### src/rtl/g2b_pkg.sv
// g2b_pkg: shared sizes, register map, reset values and item types for the
// gray to bitonal error diffusion block. No dependencies.
package g2b_pkg;

    localparam int MAX_WIDTH = 4096;
    localparam int WORD_BITS = 32;

    localparam int ADDR_W = $clog2(MAX_WIDTH);
    localparam int CNT_W  = $clog2(MAX_WIDTH + 1);
    localparam int BIT_W  = $clog2(WORD_BITS);

    localparam int PIX_W  = 8;
    localparam int ERR_W  = 9;
    localparam int CFG_WIDTH_W = 13;

    localparam int Q_DEPTH = 2;
    localparam int QP_W    = (Q_DEPTH > 1) ? $clog2(Q_DEPTH) : 1;
    localparam int QC_W    = $clog2(Q_DEPTH + 1);

    localparam int APB_AW = 4;
    localparam int APB_DW = 32;

    typedef enum logic [1:0] {
        REG_MODE   = 2'd0,
        REG_BLACK  = 2'd1,
        REG_THRESH = 2'd2,
        REG_WIDTH  = 2'd3
    } g2b_reg_t;

    // mode_select codes
    localparam logic MODE_DIFFUSE = 1'b0;
    localparam logic MODE_THRESH  = 1'b1;

    localparam logic                   RST_MODE   = MODE_DIFFUSE;
    localparam logic                   RST_BLACK  = 1'b1;
    localparam logic [PIX_W-1:0]       RST_THRESH = 8'd128;
    localparam logic [CFG_WIDTH_W-1:0] RST_WIDTH  = 13'd4096;

    localparam logic [PIX_W-1:0] PIX_INVERT = 8'hff;

    // Configuration as seen by the datapath (width already clamped).
    typedef struct packed {
        logic             diffuse;
        logic             black_is_zero;
        logic [PIX_W-1:0] threshold;
        logic [CNT_W-1:0] width;
    } g2b_cfg_t;

    // One classified pixel on its way from front to back.
    typedef struct packed {
        logic             diffuse;
        logic             new_image;
        logic             thr_black;
        logic [PIX_W-1:0] pix;
    } g2b_item_t;

endpackage

### src/rtl/g2b_front.sv
// g2b_front: input side; accepts gray pixels and classifies them for the back end.
// Depends on g2b_pkg.
module g2b_front (
    input  logic                      s_tvalid,
    output logic                      s_tready,
    input  logic [g2b_pkg::PIX_W-1:0] s_tdata,
    input  logic                      s_tuser,
    input  g2b_pkg::g2b_cfg_t         cfg,
    input  logic                      q_full,
    output logic                      push,
    output g2b_pkg::g2b_item_t        push_item
);

    assign s_tready = !q_full;
    assign push     = s_tvalid && !q_full;

    always_comb
    begin
        push_item.diffuse   = cfg.diffuse;
        push_item.new_image = s_tuser;
        // invert so that a low value always means dark
        push_item.pix       = cfg.black_is_zero ? s_tdata : (s_tdata ^ g2b_pkg::PIX_INVERT);
        if (cfg.black_is_zero)
        begin
            push_item.thr_black = s_tdata < cfg.threshold;
        end
        else
        begin
            push_item.thr_black = s_tdata >= cfg.threshold;
        end
    end

endmodule

### config.mk
export PLATFORM = sky130hd
export DESIGN_NAME = g2b_front
export DESIGN_NICKNAME = d
export VERILOG_FILES = /design/src/rtl/g2b_pkg.sv /design/src/rtl/g2b_front.sv
export SDC_FILE = /design/constraint.sdc
export NUM_CORES = 1
export LEC_CHECK = 0
export BUFFER_PORTS_ARGS = -buffer_cell sky130_fd_sc_hd__buf_2
export CORE_AREA = 2 2 39 41
export DETAILED_ROUTE_END_ITERATION = 8
export DIE_AREA = 0 0 41 43
export PLACE_DENSITY = 0.69
export REMOVE_ABC_BUFFERS = 1
export SETUP_SLACK_MARGIN = 0.4
export SYNTH_ARGS = -nofsm -noshare
export SYNTH_HDL_FRONTEND = slang
export SYNTH_SLANG_ARGS = --single-unit
### constraint.sdc
create_clock -name vclk -period 3.8
set_clock_uncertainty 0.2 [all_clocks]
set_input_delay 0.76 -clock vclk [all_inputs]
set_output_delay 0.76 -clock vclk [all_outputs]
set_load 0.01 [all_outputs]
Word-level counts from Yosys, hierarchy flattened:

Index checks and enable logic that the tools add are counted.

* register bits: 0
* logic and storage cells: 7
* input port bits: 34
* output and inout port bits: 13

* magnitude comparators: 2
* reductions and logical operators: 2
* muxes and demuxes: 2
* bitwise operators: 1

Operators by type and width (number)
* $ge A8 B8 Y1: 1
* $lt A8 B8 Y1: 1
* $mux W8: 1
* $not A8 Y8: 1
* $logic_and A1 B1 Y1: 1
* $logic_not A1 Y1: 1
* $mux W1: 1

Logic depth before layout (Yosys ltp):

Gate-level depths: netlist (run 1).

* depth after elaboration: 2
* gate-level depth with buffers: 6
* depth with buffers taken out: 6

Worst setup path before layout (run 1):

No wires, ideal clock.

* path type: in2out
* from: in cfg[14] (netlist name)
* to: out push_item[8] (netlist name)
* path slack: 1.217 ns
* required time: 2.840 ns
* arrival: 1.623 ns
* stages: 6
* buffers on the path: 0
* cells stage by stage: inv_1 > ha_1 > nor2b_1 > o211ai_2 > a21oi_1 > o22ai_1

RTL lines
* start, declared: line g2b_front.sv:8 `input g2b_pkg::g2b_cfg_t cfg,`
* end, declared: line g2b_front.sv:11 `output g2b_pkg::g2b_item_t push_item`

==> impl_metrics.toml, run 1 <==
[status]
status = "completed"

[clock_network]
ctsResizeCount = 0
postCtsSetupBuffers = 0
hold_buffers = 0

[worst_setup_path]
critPathLaunchType = "input pin"
path_buf_inv = 2
cp_slowest_cell = "ha_1"
crit_path_cell_trace = "buf_2 > ha_1 > a21oi_1 > o21ai_0 > a21oi_1 > o22ai_1 > buf_2"
crit_family = "compound AO/OA/AOI/OAI gates"
cp.required_ns = 2.84
max_stage_delay_ns = 0.32
endpoint_kind = "output pin"
crit_type = "in2out"
critical_path_arrival_ns = 1.83
worst-path-max-fanout = 3

[finish]
seq_cells = 0
n_clock_buffer = 0
regArea_sq_um = 0
syn2layout_area_growth_pct = 43.54
fin_cells = 90
diodes = 0
final_nets = 118
drive_above_1_share = 0.4324

[floorplan]
die_area_sq_mm = 0.001763
io_pins = 47
die_y_um = 43
core_area_sq_mm = 0.001384
die_x_um = 41
num_rows = 14
initial_utilization = 0.2450

[placement]
dp_cells = 90
dp_worst_setup_slack_ns = 1.017
portBuffers = 30
dp_hpwl_um = 658.6
place_congestion = 0.6323

[timing]
rsz0062_at_grt = "no"
min_period_over_period = 0.7329
worst_slack_ns = 1.015
tns_ns = 0
fmax_mhz = 359.1
maxSlewHeadroom = 0.8179
slew_violations = 0
worst_pin_slew_ns = 0.2732
hold_viol = 0
setup_viol = 0
min_period_ns = 2.785

[yosys]
synth_area_leaders = "ha_1 (30%), xnor2_1 (21%), inv_1 (10%)"
yosysUniqueCellTypes = 15
ys_seq_area_frac = 0
synthCells = 47
netlist_area_sq_um = 339.1
synth.top_cell.area_share = 0.2952
synth_warnings = 0
postSynthAreaPerCell_sq_um = 7.214
synth_area_leader_cell = "ha_1"

[power_and_ir_drop]
power.density_mw_per_mm2 = 128.4
max-vdd-ir-drop_mv = 0.03954
p_sw_w = 0.00003103
clockPowerShare = 0
seq_power_share = 0
netSwitchingFraction = 0.4965
power_leakage_nw = 0.2780
comb_power_share = 1.000
p_total_w = 0.00006248
internal_power_w = 0.00003146

[global_routing]
met2_usage = 0.1438
grt_usage = 0.07792
antenna_found_initial = 0
first_global_vias = 274
grt_first_pass_wirelength_mm = 1.041
top_usage_layer = "met2"
grt_max_degree = 11
met1_usage = 0.09494
gr-usage-met3 = 0.01047
gr-total-overflow = 0

[run]
maxCapViolCount = 0

[route]
route.detailed.drc = 0
wire_per_inst_um = 8.156
ant_nets = 0
drt-vias-per-instance = 4.111
dr_total_vias = 370
routed_wl_um = 734
drt_iter0_markers = 1
first_pass_iters = 2

[hold_path]
hold_class = "in2out"
-- cell usage in the layout, fill, tap and decap left out --
cell type | netlist | layout
nand4_1 | 1 | 1
nor2b_1 | 2 | 2
a21oi_1 | 5 | 5
nor3b_2 | 1 | 1
xnor2_1 | 8 | 8
o211ai_2 | 1 | 1
nand2_1 | 1 | 1
o21ai_1 | 2 | 2
ha_1 | 8 | 8
o22ai_1 | 1 | 1
o21ai_0 | 1 | 1
buf_2 | 0 | 30
inv_1 | 9 | 9
o211ai_1 | 1 | 1
nor2_1 | 3 | 3
-- power by group through the flow --
stage | logic [W] | registers (W) | clock network (W)
2_1_floorplan | 0.0000359 | 0 | 0
3_3_place_gp | 0.0000625 | 0 | 0
3_5_place_dp | 0.0000635 | 0 | 0
4_1_cts | 0.0000637 | 0 | 0
5_1_grt | 0.0000704 | 0 | 0
6_report | 0.0000625 | 0 | 0
-- per-stage QoR --
stage / instance area [sq um] / util / hold slack [ns]
2_1_floorplan: 316.6 / - / 1.320
3_3_place_gp: 486.7 / 0.3517 / 1.320
3_5_place_dp: 486.7 / 0.3517 / 1.320
4_1_cts: 486.7 / 0.3517 / 1.320
5_1_grt: 486.7 / 0.3517 / 1.320
6_report: 486.7 / 0.3517 / 1.320
-- cells by family (layout without fill, tap and decap cells) --
logic type               after synthesis  in the layout  share of synthesized area
adder cells (fa/ha/maj)                8              8                     0.2952
AO/OA/AOI/OAI                         11             11                     0.1956
AND/OR/NAND/NOR                        8              8                     0.1365
XOR/XNOR                               8              8                     0.2067
buffers and inverters                 12             39                     0.1660
-- worst paths after layout --
kind | depth (start not counted) | endpoint | startpoint | slack [ns]
worst max-delay path | 7 | push_item[8] | s_tdata[7] | 1.01
worst min-delay path | 0 | push_item[9] | s_tuser | 1.32
-- layout make-up --
type	count	area, sq um
Fill cell	164	897.1
Inverter	9	33.78
Multi-Input combinational cell	35	282.8
Tap cell	16	20.02
Timing Repair Buffer	30	150.1
-- metal layers --
layer / wire [um] / up-vias
met5: 0 / -
met4: 0 / 0
met3: 69 / 0
met2: 368 / 17
met1: 296 / 143
li1: - / 210
-- synth_stat cells --
cell	instances
xnor2_1	8
ha_1	8
o21ai_0	1
nand2_1	1
o211ai_2	1
buf_4	3
nor2b_1	2
o21ai_1	2
nor3b_2	1
inv_1	9
a21oi_1	5
o22ai_1	1
nor2_1	3
nand4_1	1
o211ai_1	1
Power figures use the tool's default switching activity.
==> inputs of run 2 (changes only) <==
--- a/config.mk
+++ b/config.mk
@@ -5,11 +5,12 @@
 export SDC_FILE = /design/constraint.sdc
 export NUM_CORES = 1
 export LEC_CHECK = 0
+export ABC_AREA = 1
 export BUFFER_PORTS_ARGS = -buffer_cell sky130_fd_sc_hd__buf_2
 export CORE_AREA = 2 2 39 41
 export DETAILED_ROUTE_END_ITERATION = 8
 export DIE_AREA = 0 0 41 43
-export PLACE_DENSITY = 0.69
+export PLACE_DENSITY = 0.72
 export REMOVE_ABC_BUFFERS = 1
 export SETUP_SLACK_MARGIN = 0.4
 export SYNTH_ARGS = -nofsm -noshare
==> constraint.sdc (replaced) <==
create_clock -name vclk -period 2.46
set_clock_uncertainty 0.2 [all_clocks]
set_input_delay 0.492 -clock vclk [all_inputs]
set_output_delay 0.492 -clock vclk [all_outputs]
set_load 0.01 [all_outputs]
==> run 2 against run 1 <==
  * Combinational power grew 120%
  * Final area grew 39%
  * Largest cell class unchanged
  * Critical endpoint unchanged
  * Sequential share of layout area stayed put
  * Synthesized area increased by 3.0%
  * Clock-buffer cell count did not move
  * Critical path type unchanged
  * Flip-flop and latch count unchanged
  * Setup slack worse by 0.66 ns
  * Utilization up 14 points
==> impl_metrics.toml, run 2 <==
[hold_path]
hold_class = "in2out"
hold_depth = 0
min_from = "s_tuser"
hold_end = "push_item[9]"

[route]
wire_per_inst_um = 9.162
drt_iter0_markers = 1
routed_wl_um = 907
ant_nets = 0
drt-vias-per-instance = 4.212
route.detailed.drc = 0
dr_total_vias = 417
first_pass_iters = 2

[worst_setup_path]
critical_path_arrival_ns = 1.42
endpoint_kind = "output pin"
worst-path-max-fanout = 2
cp.required_ns = 1.77
critPathLaunchType = "input pin"
crit_type = "in2out"

[yosys]
synthTopCellsByCount = "nand2_1 (14), inv_1 (13), ha_1 (8), xnor2_1 (8)"
synth_warnings = 0
synth_area_leaders = "ha_1 (29%), xnor2_1 (20%), nand2_1 (15%)"
synth_area_leader_cell = "ha_1"
synth_xor_area_frac = 0.2007
synthCells = 56
netlist_area_sq_um = 349.1
synth.top_cell.area_share = 0.2867
yosysUniqueCellTypes = 11
ys_seq_area_frac = 0
synthMuxAreaShare = 0
post-synth-top-count-cell = "nand2_1"
synth_compound_area_frac = 0.05018
yosys.area_share.simple = 0.2330
synth_fa_ha_area_frac = 0.2867
postSynthAreaPerCell_sq_um = 6.234
synth_top_family_by_area = "adder cells"

[timing]
worst_slack_ns = 0.3526
min_period_over_period = 0.8567
hold_viol = 0
tns_ns = 0
slew_violations = 0
fmax_mhz = 474.5
setup_viol = 0
rsz0062_at_grt = "yes"
min_period_ns = 2.107
worst_pin_slew_ns = 0.3058
maxSlewHeadroom = 0.7961

[power_and_ir_drop]
p_sw_w = 0.00006501
power.density_mw_per_mm2 = 204.1
netSwitchingFraction = 0.4697
clockPowerShare = 0
power_leakage_nw = 0.3508
seq_power_share = 0
internal_power_w = 0.00007339
comb_power_share = 1.000
max-vdd-ir-drop_mv = 0.07935

[finish]
multi_input_area_sq_um = 386.6
syn2layout_area_growth_pct = 94.27
regArea_sq_um = 0
fill_cells = 147
final_nets = 127
n_clock_buffer = 0
drive_above_1_share = 0.6747
layout_common_cells = "buf_2 (20), buf_6 (9), xnor2_1 (8)"
seq_cells = 0
diodes = 0
final_common_cell = "buf_2"

[global_routing]
antenna_found_initial = 0
grt_usage = 0.1079
grt_max_degree = 10
grt_first_pass_wirelength_mm = 1.386
gr-total-overflow = 0
first_global_vias = 391

[status]
status = "completed"

[floorplan]
initial_utilization = 0.2523
num_rows = 14
die_area_sq_mm = 0.001763
die_x_um = 41
core_area_sq_mm = 0.001384
io_pins = 47
die_y_um = 43

[run]
maxCapViolCount = 0

[clock_network]
postCtsSetupBuffers = 0
hold_buffers = 0

[placement]
dp_hpwl_um = 695.4
place_congestion = 0.6326
dp_worst_setup_slack_ns = 0.2683
portBuffers = 30
[run 2: cell types whose count changed after synthesis, moves of 2 or more]
cell and change:
a21oi_1 -3, inv_1 +4, nand2_1 +13, nor2_2 +2
nor2b_1 -2, o21ai_1 -2
[run 2: metal layers]
metal | vias up | GRT usage | share of wire | wire length [um]
li1 | 217 | - | - | -
met1 | 180 | 0.09494 | 0.34 | 305
met2 | 20 | 0.2375 | 0.59 | 534
met3 | 0 | 0.01047 | 0.074 | 67
met4 | 0 | 0 | 0 | 0
met5 | - | 0 | 0 | 0
[run 2: worst max path at each step]
stage | cells after the start | from | end | slack, ns
6_report | 9 | s_tdata[4] | push_item[8] | 0.35
5_1_grt | 9 | s_tdata[4] | push_item[8] | 0.28
4_1_cts | 10 | cfg[18] | push_item[8] | 0.35
3_5_place_dp | 8 | s_tdata[7] | push_item[8] | 0.27
3_3_place_gp | 8 | s_tdata[7] | push_item[8] | 0.28
2_1_floorplan | 6 | cfg[20] | push_item[8] | 0.52
[run 2: power groups by stage]
stage	registers, W	clock network, W	logic, W
after global routing	0	0	0.000154
final	0	0	0.000138
after floorplan	0	0	0.0000537
after CTS	0	0	0.000119
after detailed placement	0	0	0.0000968
after global placement	0	0	0.0000940
[run 2: logic make-up (layout without fill, tap and decap cells)]
| family | Yosys count | in the layout |
|---|---|---|
| xor gates and xnor gates | 8 | 8 |
| adders and majority gates | 8 | 8 |
| AOI/OAI and AO/OA | 3 | 3 |
| buffers and inverters | 17 | 44 |
| and+or+nand+nor | 20 | 20 |
[run 2: cell type report]
type,count,share of cell area
inverters,14,0.09225
multi-input cells,39,0.5701
well taps,16,0.02952
repair buffers,30,0.3081
[run 2: repair_timing]
| item | CTS | global route |
|---|---|---|
| resized for setup | 23 | 20 |
| endpoints found under the hold margin | 0 | 0 |
| setup endpoints to repair | 1 | 1 |
| pin swaps | 13 | 20 |
[run 2: critical path: stages]
cell     delay, ns
buf_2         0.11
ha_1          0.27
nand2_1       0.09
nor2_4        0.11
nand2_1       0.06
nand2_1       0.06
nand3_1       0.06
nand2_1       0.05
buf_2         0.12
[run 2: metrics by stage]
stage	cells	hold slack [ns]	instance area [sq um]	total power (W)	util
global route	99	0.7841	678.2	0.0001538	0.4901
detailed placement	99	0.7841	496.7	0.00009682	0.3590
CTS	99	0.7841	611.8	0.0001192	0.4421
finish	99	0.7840	678.2	0.0001384	0.4901
floorplan	53	0.7840	326.6	0.00005368	-
global placement	99	0.7841	496.7	0.00009399	0.3590
