--- src/rtl/g2b_pkg.sv ---
// g2b_pkg: shared sizes, register map, reset values and item types for the
// gray to bitonal error diffusion block. No dependencies.
package g2b_pkg;

    localparam int MAX_WIDTH = 4096;
    localparam int WORD_BITS = 32;

    localparam int ADDR_W = $clog2(MAX_WIDTH);
    localparam int CNT_W  = $clog2(MAX_WIDTH + 1);
    localparam int BIT_W  = $clog2(WORD_BITS);

    localparam int PIX_W  = 8;
    localparam int ERR_W  = 9;
    localparam int CFG_WIDTH_W = 13;

    localparam int Q_DEPTH = 2;
    localparam int QP_W    = (Q_DEPTH > 1) ? $clog2(Q_DEPTH) : 1;
    localparam int QC_W    = $clog2(Q_DEPTH + 1);

    localparam int APB_AW = 4;
    localparam int APB_DW = 32;

    typedef enum logic [1:0] {
        REG_MODE   = 2'd0,
        REG_BLACK  = 2'd1,
        REG_THRESH = 2'd2,
        REG_WIDTH  = 2'd3
    } g2b_reg_t;

    // mode_select codes
    localparam logic MODE_DIFFUSE = 1'b0;
    localparam logic MODE_THRESH  = 1'b1;

    localparam logic                   RST_MODE   = MODE_DIFFUSE;
    localparam logic                   RST_BLACK  = 1'b1;
    localparam logic [PIX_W-1:0]       RST_THRESH = 8'd128;
    localparam logic [CFG_WIDTH_W-1:0] RST_WIDTH  = 13'd4096;

    localparam logic [PIX_W-1:0] PIX_INVERT = 8'hff;

    // Configuration as seen by the datapath (width already clamped).
    typedef struct packed {
        logic             diffuse;
        logic             black_is_zero;
        logic [PIX_W-1:0] threshold;
        logic [CNT_W-1:0] width;
    } g2b_cfg_t;

    // One classified pixel on its way from front to back.
    typedef struct packed {
        logic             diffuse;
        logic             new_image;
        logic             thr_black;
        logic [PIX_W-1:0] pix;
    } g2b_item_t;

endpackage

--- src/rtl/g2b_queue.sv ---
// g2b_queue: short FIFO of classified pixels between front and back.
// Depends on g2b_pkg.
module g2b_queue (
    input  logic               clk,
    input  logic               rst_n,
    input  logic               push,
    input  g2b_pkg::g2b_item_t push_item,
    output logic               full,
    output logic               q_valid,
    output g2b_pkg::g2b_item_t q_item,
    input  logic               pop
);

    g2b_pkg::g2b_item_t            entry_reg [g2b_pkg::Q_DEPTH];
    logic [g2b_pkg::QP_W-1:0]      wr_ptr_reg, wr_ptr_next;
    logic [g2b_pkg::QP_W-1:0]      rd_ptr_reg, rd_ptr_next;
    logic [g2b_pkg::QC_W-1:0]      count_reg, count_next;

    function automatic logic [g2b_pkg::QP_W-1:0] ptr_inc(input logic [g2b_pkg::QP_W-1:0] p);
        if (p == g2b_pkg::QP_W'(g2b_pkg::Q_DEPTH - 1))
        begin
            return '0;
        end
        return p + 1'b1;
    endfunction

    assign full    = (count_reg == g2b_pkg::QC_W'(g2b_pkg::Q_DEPTH));
    assign q_valid = (count_reg != '0);
    assign q_item  = entry_reg[rd_ptr_reg];

    always_comb
    begin
        wr_ptr_next = push ? ptr_inc(wr_ptr_reg) : wr_ptr_reg;
        rd_ptr_next = pop  ? ptr_inc(rd_ptr_reg) : rd_ptr_reg;
        count_next  = count_reg;
        if (push && !pop)
        begin
            count_next = count_reg + 1'b1;
        end
        else if (pop && !push)
        begin
            count_next = count_reg - 1'b1;
        end
    end

    always_ff @(posedge clk or negedge rst_n)
    begin
        if (!rst_n)
        begin
            wr_ptr_reg <= '0;
            rd_ptr_reg <= '0;
            count_reg  <= '0;
        end
        else
        begin
            wr_ptr_reg <= wr_ptr_next;
            rd_ptr_reg <= rd_ptr_next;
            count_reg  <= count_next;
        end
    end

    always_ff @(posedge clk)
    begin
        if (push)
        begin
            entry_reg[wr_ptr_reg] <= push_item;
        end
    end

endmodule

--- config.mk ---
export PLATFORM = sky130hd
export DESIGN_NAME = g2b_queue
export DESIGN_NICKNAME = d
export VERILOG_FILES = /design/src/rtl/g2b_pkg.sv /design/src/rtl/g2b_queue.sv
export SDC_FILE = /design/constraint.sdc
export NUM_CORES = 1
export LEC_CHECK = 0
export BUFFER_PORTS_ARGS = -buffer_cell sky130_fd_sc_hd__buf_4
export CORE_MARGIN = 2
export CORE_UTILIZATION = 45
export CTS_CLUSTER_SIZE = 28
export DETAILED_ROUTE_END_ITERATION = 10
export PLACE_DENSITY_LB_ADDON = 0.2
export RECOVER_POWER = 100
export REMOVE_ABC_BUFFERS = 1
export SLEW_MARGIN = 20
export SYNTH_ARGS = -nofsm -noshare
export SYNTH_HDL_FRONTEND = slang
export SYNTH_SLANG_ARGS = --single-unit
--- constraint.sdc ---
create_clock -name clk -period 1.73 [get_ports clk]
set_input_delay 0.346 -clock clk [delete_from_list [all_inputs] [get_ports clk]]
set_output_delay 0.346 -clock clk [all_outputs]
set_load 0.01 [all_outputs]
* Word-level counts from Yosys, hierarchy flattened
Memories as Yosys holds them, arrays and structs flattened.
Cells that the tools add are included.
** Storage, ports and cells
- Logic and storage cells :: 25
- Register bits :: 4
- Input bits :: 15
- Memories kept :: 1
- Memory bits (writable) :: 22
- Output and inout bits :: 13
** Memories
- entry_reg :: words 2, bits a word 11, rd ports 1, clocked after Yosys merged registers in 0, write ports 1, RTL line g2b_queue.sv:14 : g2b_pkg::g2b_item_t entry_reg [g2b_pkg::Q_DEPTH];
** Operators by class
- Mux-type cells :: 10
- Equal/unequal tests :: 1
- $add $sub $neg :: 4
- Reductions and logical operators :: 6
** Operators by type and width (count)
- $mux 1 :: 8
- $mux 2 :: 2
- $reduce_bool 2->1 :: 2
- $add 1x1->1 const B :: 2
- $add 2x1->2 const B :: 1
- $eq 2x2->1 const B :: 1
- $logic_and 1x1->1 :: 2
- $logic_not 1->1 :: 2
- $sub 2x1->2 const B :: 1

* Depth between registers and ports, before layout
Gate-level depths: netlist (run 1).
- Depth in word-level cells :: 4
- Gate-level depth with buffers :: 5
- Depth with buffers taken out :: 5

* Least setup slack after synthesis (run 1)
Ideal clock, no wire load.
- Path type :: flip-flop to flip-flop
- Start point :: register wr_ptr_reg
- End point :: memory entry_reg[0][0] (netlist bit), enable pin
- Library setup time :: 0.380 ns
- Cell stages (with the launch flop) :: 2
- Slack :: 0.431 ns
- Arrival time :: 0.919 ns
- Clock period less this slack :: 1.299 ns
- Data required time :: 1.350 ns
- Buffers on the path :: 0
- Cell sequence :: dfrtp_1 nor2b_1
** RTL lines
- from (decl) :: RTL line g2b_queue.sv:15 : logic [g2b_pkg::QP_W-1:0] wr_ptr_reg, wr_ptr_next;
- from (signal assigned) :: RTL line g2b_queue.sv:56 : wr_ptr_reg <= wr_ptr_next;
- to (decl) :: RTL line g2b_queue.sv:14
No word-level cell before the write port.

==> results of run 1 <==
layout by cell type (no fill, tap or decap), drive strengths merged, types with 2 or more instances in the layout:
master	synthesis	final
edfxtp	22	22
buf	1	17
clkbuf	0	16
mux2	11	11
xor2	4	4
dfrtp	4	4
nor2b	2	2
through the flow:
step                      instance area, µm²  utilization, %  hold slack, ns
after floorplan                         1007               -         0.05041
after global routing                    1296           59.75          0.2128
after CTS                               1304           60.09          0.2080
final                                   1296           59.75          0.2335
after detailed placement                1267           58.42          0.1471
after global placement                  1267           58.42          0.1464
cells by family (layout without fill, tap and decap cells):
family | Yosys count | count (layout) | synth area share (%)
multiplexers | 11 | 11 | 15.48
buffers and inverters | 2 | 36 | 1.474
XOR/XNOR | 5 | 5 | 4.300
AND/OR/NAND/NOR | 5 | 5 | 2.826
flip-flops | 26 | 26 | 74.69
adder cells (fa/ha/maj) | 1 | 1 | 1.228
critical path: cells and delay by family, from the launching register on:
family	cells	cell delay [ns]
buffers and inverters	2	0.30
flip-flops	1	0.36
multiplexers	1	0.34
power by group through the flow:
| stage | combinational (µW) | sequential (µW) | clock, µW |
|---|---|---|---|
| final | 740 | 907 | 239 |
| after global routing | 795 | 925 | 273 |
| after CTS | 757 | 908 | 248 |
| after detailed placement | 752 | 920 | 0 |
| after global placement | 743 | 916 | 0 |
| after floorplan | 384 | 958 | 0 |
cell type report:
class | count | area (µm²) | area share (%)
Sequential cell | 26 | 760.7 | 58.69
Multi-Input combinational cell | 22 | 242.7 | 18.73
Timing Repair Buffer | 31 | 227.7 | 17.57
Tap cell | 28 | 35.03 | 2.703
Clock buffer | 3 | 22.52 | 1.737
Clock inverter | 1 | 3.754 | 0.2896
Inverter | 1 | 3.754 | 0.2896
worst paths after layout:
kind | from | endpoint | cells past startpoint
setup / recovery | rd_ptr_reg | q_item[6] | 3
setup reg to reg | wr_ptr_reg | entry_reg[1][7] | 1
hold / removal | pop | rd_ptr_reg | 2
hold reg to reg | count_reg[1] | count_reg[1] | 1
max in group asynchronous | rst_n | rd_ptr_reg | 2
min in group asynchronous | rst_n | count_reg[1] | 2
per-layer routing:
| layer | part of all wire (%) | GRT usage [%] |
|---|---|---|
| met4 | 0 | 4.825 |
| met3 | 5.1 | 3.161 |
| met2 | 58 | 21.79 |
| met5 | 0 | 0 |
| met1 | 37 | 12.75 |
timing repair:
item	4_1_cts	5_1_grt
endpoints found under the hold margin	4	0
setup endpoints to repair	0	1
hold buffers	1	0
==> impl_results.md, run 1 <==
- Slew HR: roughly 65%
- CP max stage delay: 0.36 ns
- Setup TNS: 0 ns
- Most common cell on crit path: buf_4
- Routed length per instance: approximately 12 µm
- Worst-path clk slew: roughly 0.12 ns
- Post-synthesis cell type count: 13
- Initial antenna violation count: 0
- GP Congestion: 0.5899
- Resize count post-CTS: 0
- Count leader, synth: edfxtp_1
- Least-Margin Pin Slew: 0.5300 ns
- Flop pwr share: just under 50%
- Final WL: 1.355 mm
- Fin cells: about 110
- EDFF count, synth: 22
- Synth Instances: 50
- CP Cell Sequence: buf_4 -> mux2_2 -> buf_4
- RSZ-0062 raised after global routing: yes
- Power share of the clock group: approximately an eighth
- DP HPWL: 1.038 mm
- Post-route ant nets: 0
- Critical Path AT: 1.31 ns
- WS Path Type: reg2out
- Combinational power share: 39.2%
- CTS tree: built
- Placed cells: 107
- Synthesis-to-layout area growth: 27.27%
- Dpl ws: 0.4095 ns
- Die width: ~52 µm
- Row count: 17
- Vias/cell: 4.714
- Total gr overflow: 0
- Synth Warn #: 0
- Peak VDD IR: between 700 and 800 µV
- Htree depth: 1
- IO Pins: 28
- Max_cap viols: 0
- Initial drt markers: 8
- Part of the cycle the worst path needs: 95.95%
- Nets: 101
- Post-synthesis register bit count: 26
- Total power: 1885 µW
- First-pass GRT wire length: about 2.3 mm
- # diodes: 0
- Max FFs per register: 22
- Synth top area share: 64.86%
- Sequential-to-total area share from yosys stat: 74.69%
- All-Layer GR Usage: 11.84%
- Clock Path Buffers: 2
- Largest net degree at the start of global routing: 15
- Filler instances: 180
- Synthesized area: 1018 µm²
- Post-CTS Repair Setup Buffers: 0
- Synth area leader: edfxtp_1
- Fraction of registers with async set/reset: 15.38%
- Residual DRC: 0
- Cts bufs inserted: 3
- R2r setup slk: roughly 0.5 ns
- Initial Util: 46.94%
- Top FF cell, synth: edfxtp_1
- First-pass detailed-route iteration total: 4
- Mean Syn Cell Area: 20.37 µm²
- Share of layout cells above drive strength 1: between 50% and 60%
- Endpoints failing setup: 0
- Port Buf Inserts: 27
- Final Skew: 0.0009761 ns
- Worst Slack Setup Final: 0.07007 ns
- Sink Count: 26
- Synth top area cells: edfxtp_1, mux2_4, dfrtp_1
- Core box area: 2170 µm²
- Leakage: 0.0005349 µW
- Final Hold Viols: 0
- Synth cell count leaders: edfxtp_1, mux2_4, dfrtp_1, xor2_1
- Final max-slew violation count: 0
- Max FO, Critical Path: 6
- Worst Hold Class: in2reg
- Sw Ratio: 27.83%
- Vias in the first global route: 535
- Fmax: 602.4 MHz
- Slowest CP cell: dfrtp_1
- Crit start category: flop
- Int Power: 1360 µW
- Cell Pwr Density: 1454 nW/µm²
- Die height: 51.58 µm
- Status: complete, no violations
- Clk_lat worst skew: approximately 0.30 ns
- Required @ worst endpoint: between 1 and 1.5 ns
- Root Buffer: clkbuf_4
- Type of element capturing the critical path: output pin
- Net switching power figure: 524.6 µW
- Die Area: 2660 µm²
- Vias post-DR: 528
- Post-route minimum period: 1.660 ns
No activity file was read; power rests on OpenSTA's default activity.
==> inputs of run 2 (changes only) <==
REMOVE_ABC_BUFFERS = unset   (was 1)
==> impl_results.md, run 2 (same netlist as run 1, synthesis figures left out) <==
- Endpoints failing setup: 0 (unchanged)
- CTS tree: built (unchanged)
- All-Layer GR Usage: 10.87% (was 11.84%)
- Critical Path AT: 1.32 ns (was 1.31 ns)
- Total gr overflow: 0 (unchanged)
- Largest net degree at the start of global routing: 16 (was 15)
- First-pass GRT wire length: 2.111 mm (was 2.256 mm)
- Slew HR: 49.10% (was 64.67%)
- Fin Hold WS: 0.2021 ns (was 0.2335 ns)
- Port Buf Inserts: 27 (unchanged)
- Max_cap viols: 0 (unchanged)
- Post-route ant nets: 0 (unchanged)
- Status: complete, no violations (unchanged)
- Residual DRC: 0 (unchanged)
- Filler instances: 182 (was 180)
- Initial drt markers: 3 (was 8)
- Commonest non-fill, non-tap cells in the layout: edfxtp_1, clkbuf_4, buf_4, mux2_4, clkbuf_1 (was edfxtp_1, buf_4, clkbuf_4, mux2_4)
- Vias in the first global route: 468 (was 535)
- WS Path Type: reg2out (unchanged)
- Worst-path clk slew: 0.13 ns (was 0.12 ns)
- IO Pins: 28 (unchanged)
- Cell Pwr Density: 1531 nW/µm² (was 1454 nW/µm²)
- Nets: 102 (was 101)
- Sink Count: 26 (unchanged)
- Setup TNS: 0 ns (unchanged)
- Commonest non-fill, non-tap cell in the layout: edfxtp_1 (unchanged)
- Initial antenna violation count: 0 (unchanged)
- # diodes: 0 (unchanged)
- Row count: 17 (unchanged)
- Dpl ws: 0.4132 ns (was 0.4095 ns)
- Die width: 51.58 µm (unchanged)
- Root Buffer: clkbuf_4 (unchanged)
- Routed length per instance: 11.74 µm (was 12.10 µm)
- Htree depth: 1 (unchanged)
- Final Skew: 0.003990 ns (was 0.0009761 ns)
- Net Count, Synth: 66
- Leakage: 0.0005395 µW (was 0.0005349 µW)
- Placed cells: 108 (was 107)
- Final max-slew violation count: 0 (unchanged)
- Required @ worst endpoint: 1.38 ns (about the same)
- Vias/cell: 4.619 (was 4.714)
- Synthesis-to-layout area growth: 29.24% (was 27.27%)
- Core box area: 2170 µm² (unchanged)
- Part of the cycle the worst path needs: 96.14% (was 95.95%)
- Die Area: 2660 µm² (unchanged)
- Max FO, Critical Path: 7 (was 6)
- GP Congestion: 0.6397 (was 0.5899)
- Vias post-DR: 522 (was 528)
- Clk_lat worst skew: 0.31 ns (was 0.30 ns)
- RSZ-0062 raised after global routing: yes (unchanged)
- Fin cells: 113 (was 112)
- Die height: 51.58 µm (unchanged)
- Type of element capturing the critical path: output pin (unchanged)
- Crit start category: flop (unchanged)
- Worst Slack Setup Final: 0.06679 ns (was 0.07007 ns)
- First-pass detailed-route iteration total: 2 (was 4)
- Share of layout cells above drive strength 1: 49.41% (was 51.19%)
- Max FFs per register: 22 (unchanged)
- Clock Path Buffers: 2 (unchanged)
- Peak VDD IR: 840.4 µV (was 787.4 µV)
- Final WL: 1.327 mm (was 1.355 mm)
- Fmax: 601.2 MHz (was 602.4 MHz)
- Final Hold Viols: 0 (unchanged)
- Initial Util: 46.94% (unchanged)
- Cts bufs inserted: 3 (unchanged)
- Least-Margin Pin Slew: 0.7631 ns (was 0.5300 ns)
- Post-route minimum period: 1.663 ns (was 1.660 ns)
- Worst Hold Class: in2reg (unchanged)
- Resize count post-CTS: 0 (unchanged)
-- run 2: worst max-delay path, cell delays in order (launching register included) --
cell	delay [ns]
dfrtp_1	0.40
buf_4	0.18
mux2_4	0.29
buf_4	0.14
-- run 2: worst paths after layout --
kind | startpoint | endpoint | slack, ns | cells past startpoint
max in group asynchronous | rst_n | rd_ptr_reg | 1.15 | 2
min in group asynchronous | rst_n | count_reg[0] | 0.39 | 2
max reg2reg | wr_ptr_reg | entry_reg[1][4] | 0.33 | 1
min | pop | rd_ptr_reg | 0.20 | 2
max | rd_ptr_reg | q_item[4] | 0.07 | 3
min reg2reg | count_reg[1] | count_reg[1] | 0.50 | 1
-- run 2: metal layers --
layer / GRT usage, % / vias to the layer above / wire length (µm) / part of all wire [%]
li1: - / 253 / - / -
met1: 13.66 / 253 / 547 / 41
met2: 17.95 / 16 / 681 / 51
met3: 3.161 / 0 / 98 / 7.4
met4: 3.947 / 0 / 0 / 0
met5: 0 / - / 0 / 0
-- run 2: stage by stage --
stage / cell area (µm²) / util, % / power [µW]
final: 1316 / 60.67 / 2016
after global routing: 1316 / 60.67 / 2123
after CTS: 1338 / 61.65 / 2079
after detailed placement: 1275 / 58.77 / 1681
after global placement: 1275 / 58.77 / 1663
after floorplan: 1018 / - / 1368
-- run 2: final cells by class --
cell class / count / area, µm² / area share (%)
Tap cell: 28 / 35.03 / 2.662
Timing Repair Buffer: 32 / 221.5 / 16.83
Inverter: 1 / 3.754 / 0.2852
Clock buffer: 3 / 22.52 / 1.711
Multi-Input combinational cell: 22 / 242.7 / 18.44
Sequential cell: 26 / 760.7 / 57.79
Clock inverter: 1 / 30.03 / 2.281
-- run 2: repair_timing --
| item | CTS | global route |
|---|---|---|
| setup buffers | 0 | 0 |
| hold buffers | 1 | 0 |
| hold endpoints to repair | 4 | 0 |
| setup endpoints to repair | 0 | 3 |
-- run 2: power by group --
group	leakage, µW	switching [µW]	internal, µW	total (µW)
sequential	0.000253	63.1	847	910
clock	0.0000279	170	234	404
combinational	0.000258	299	403	702
total	0.000539	532	1480	2020
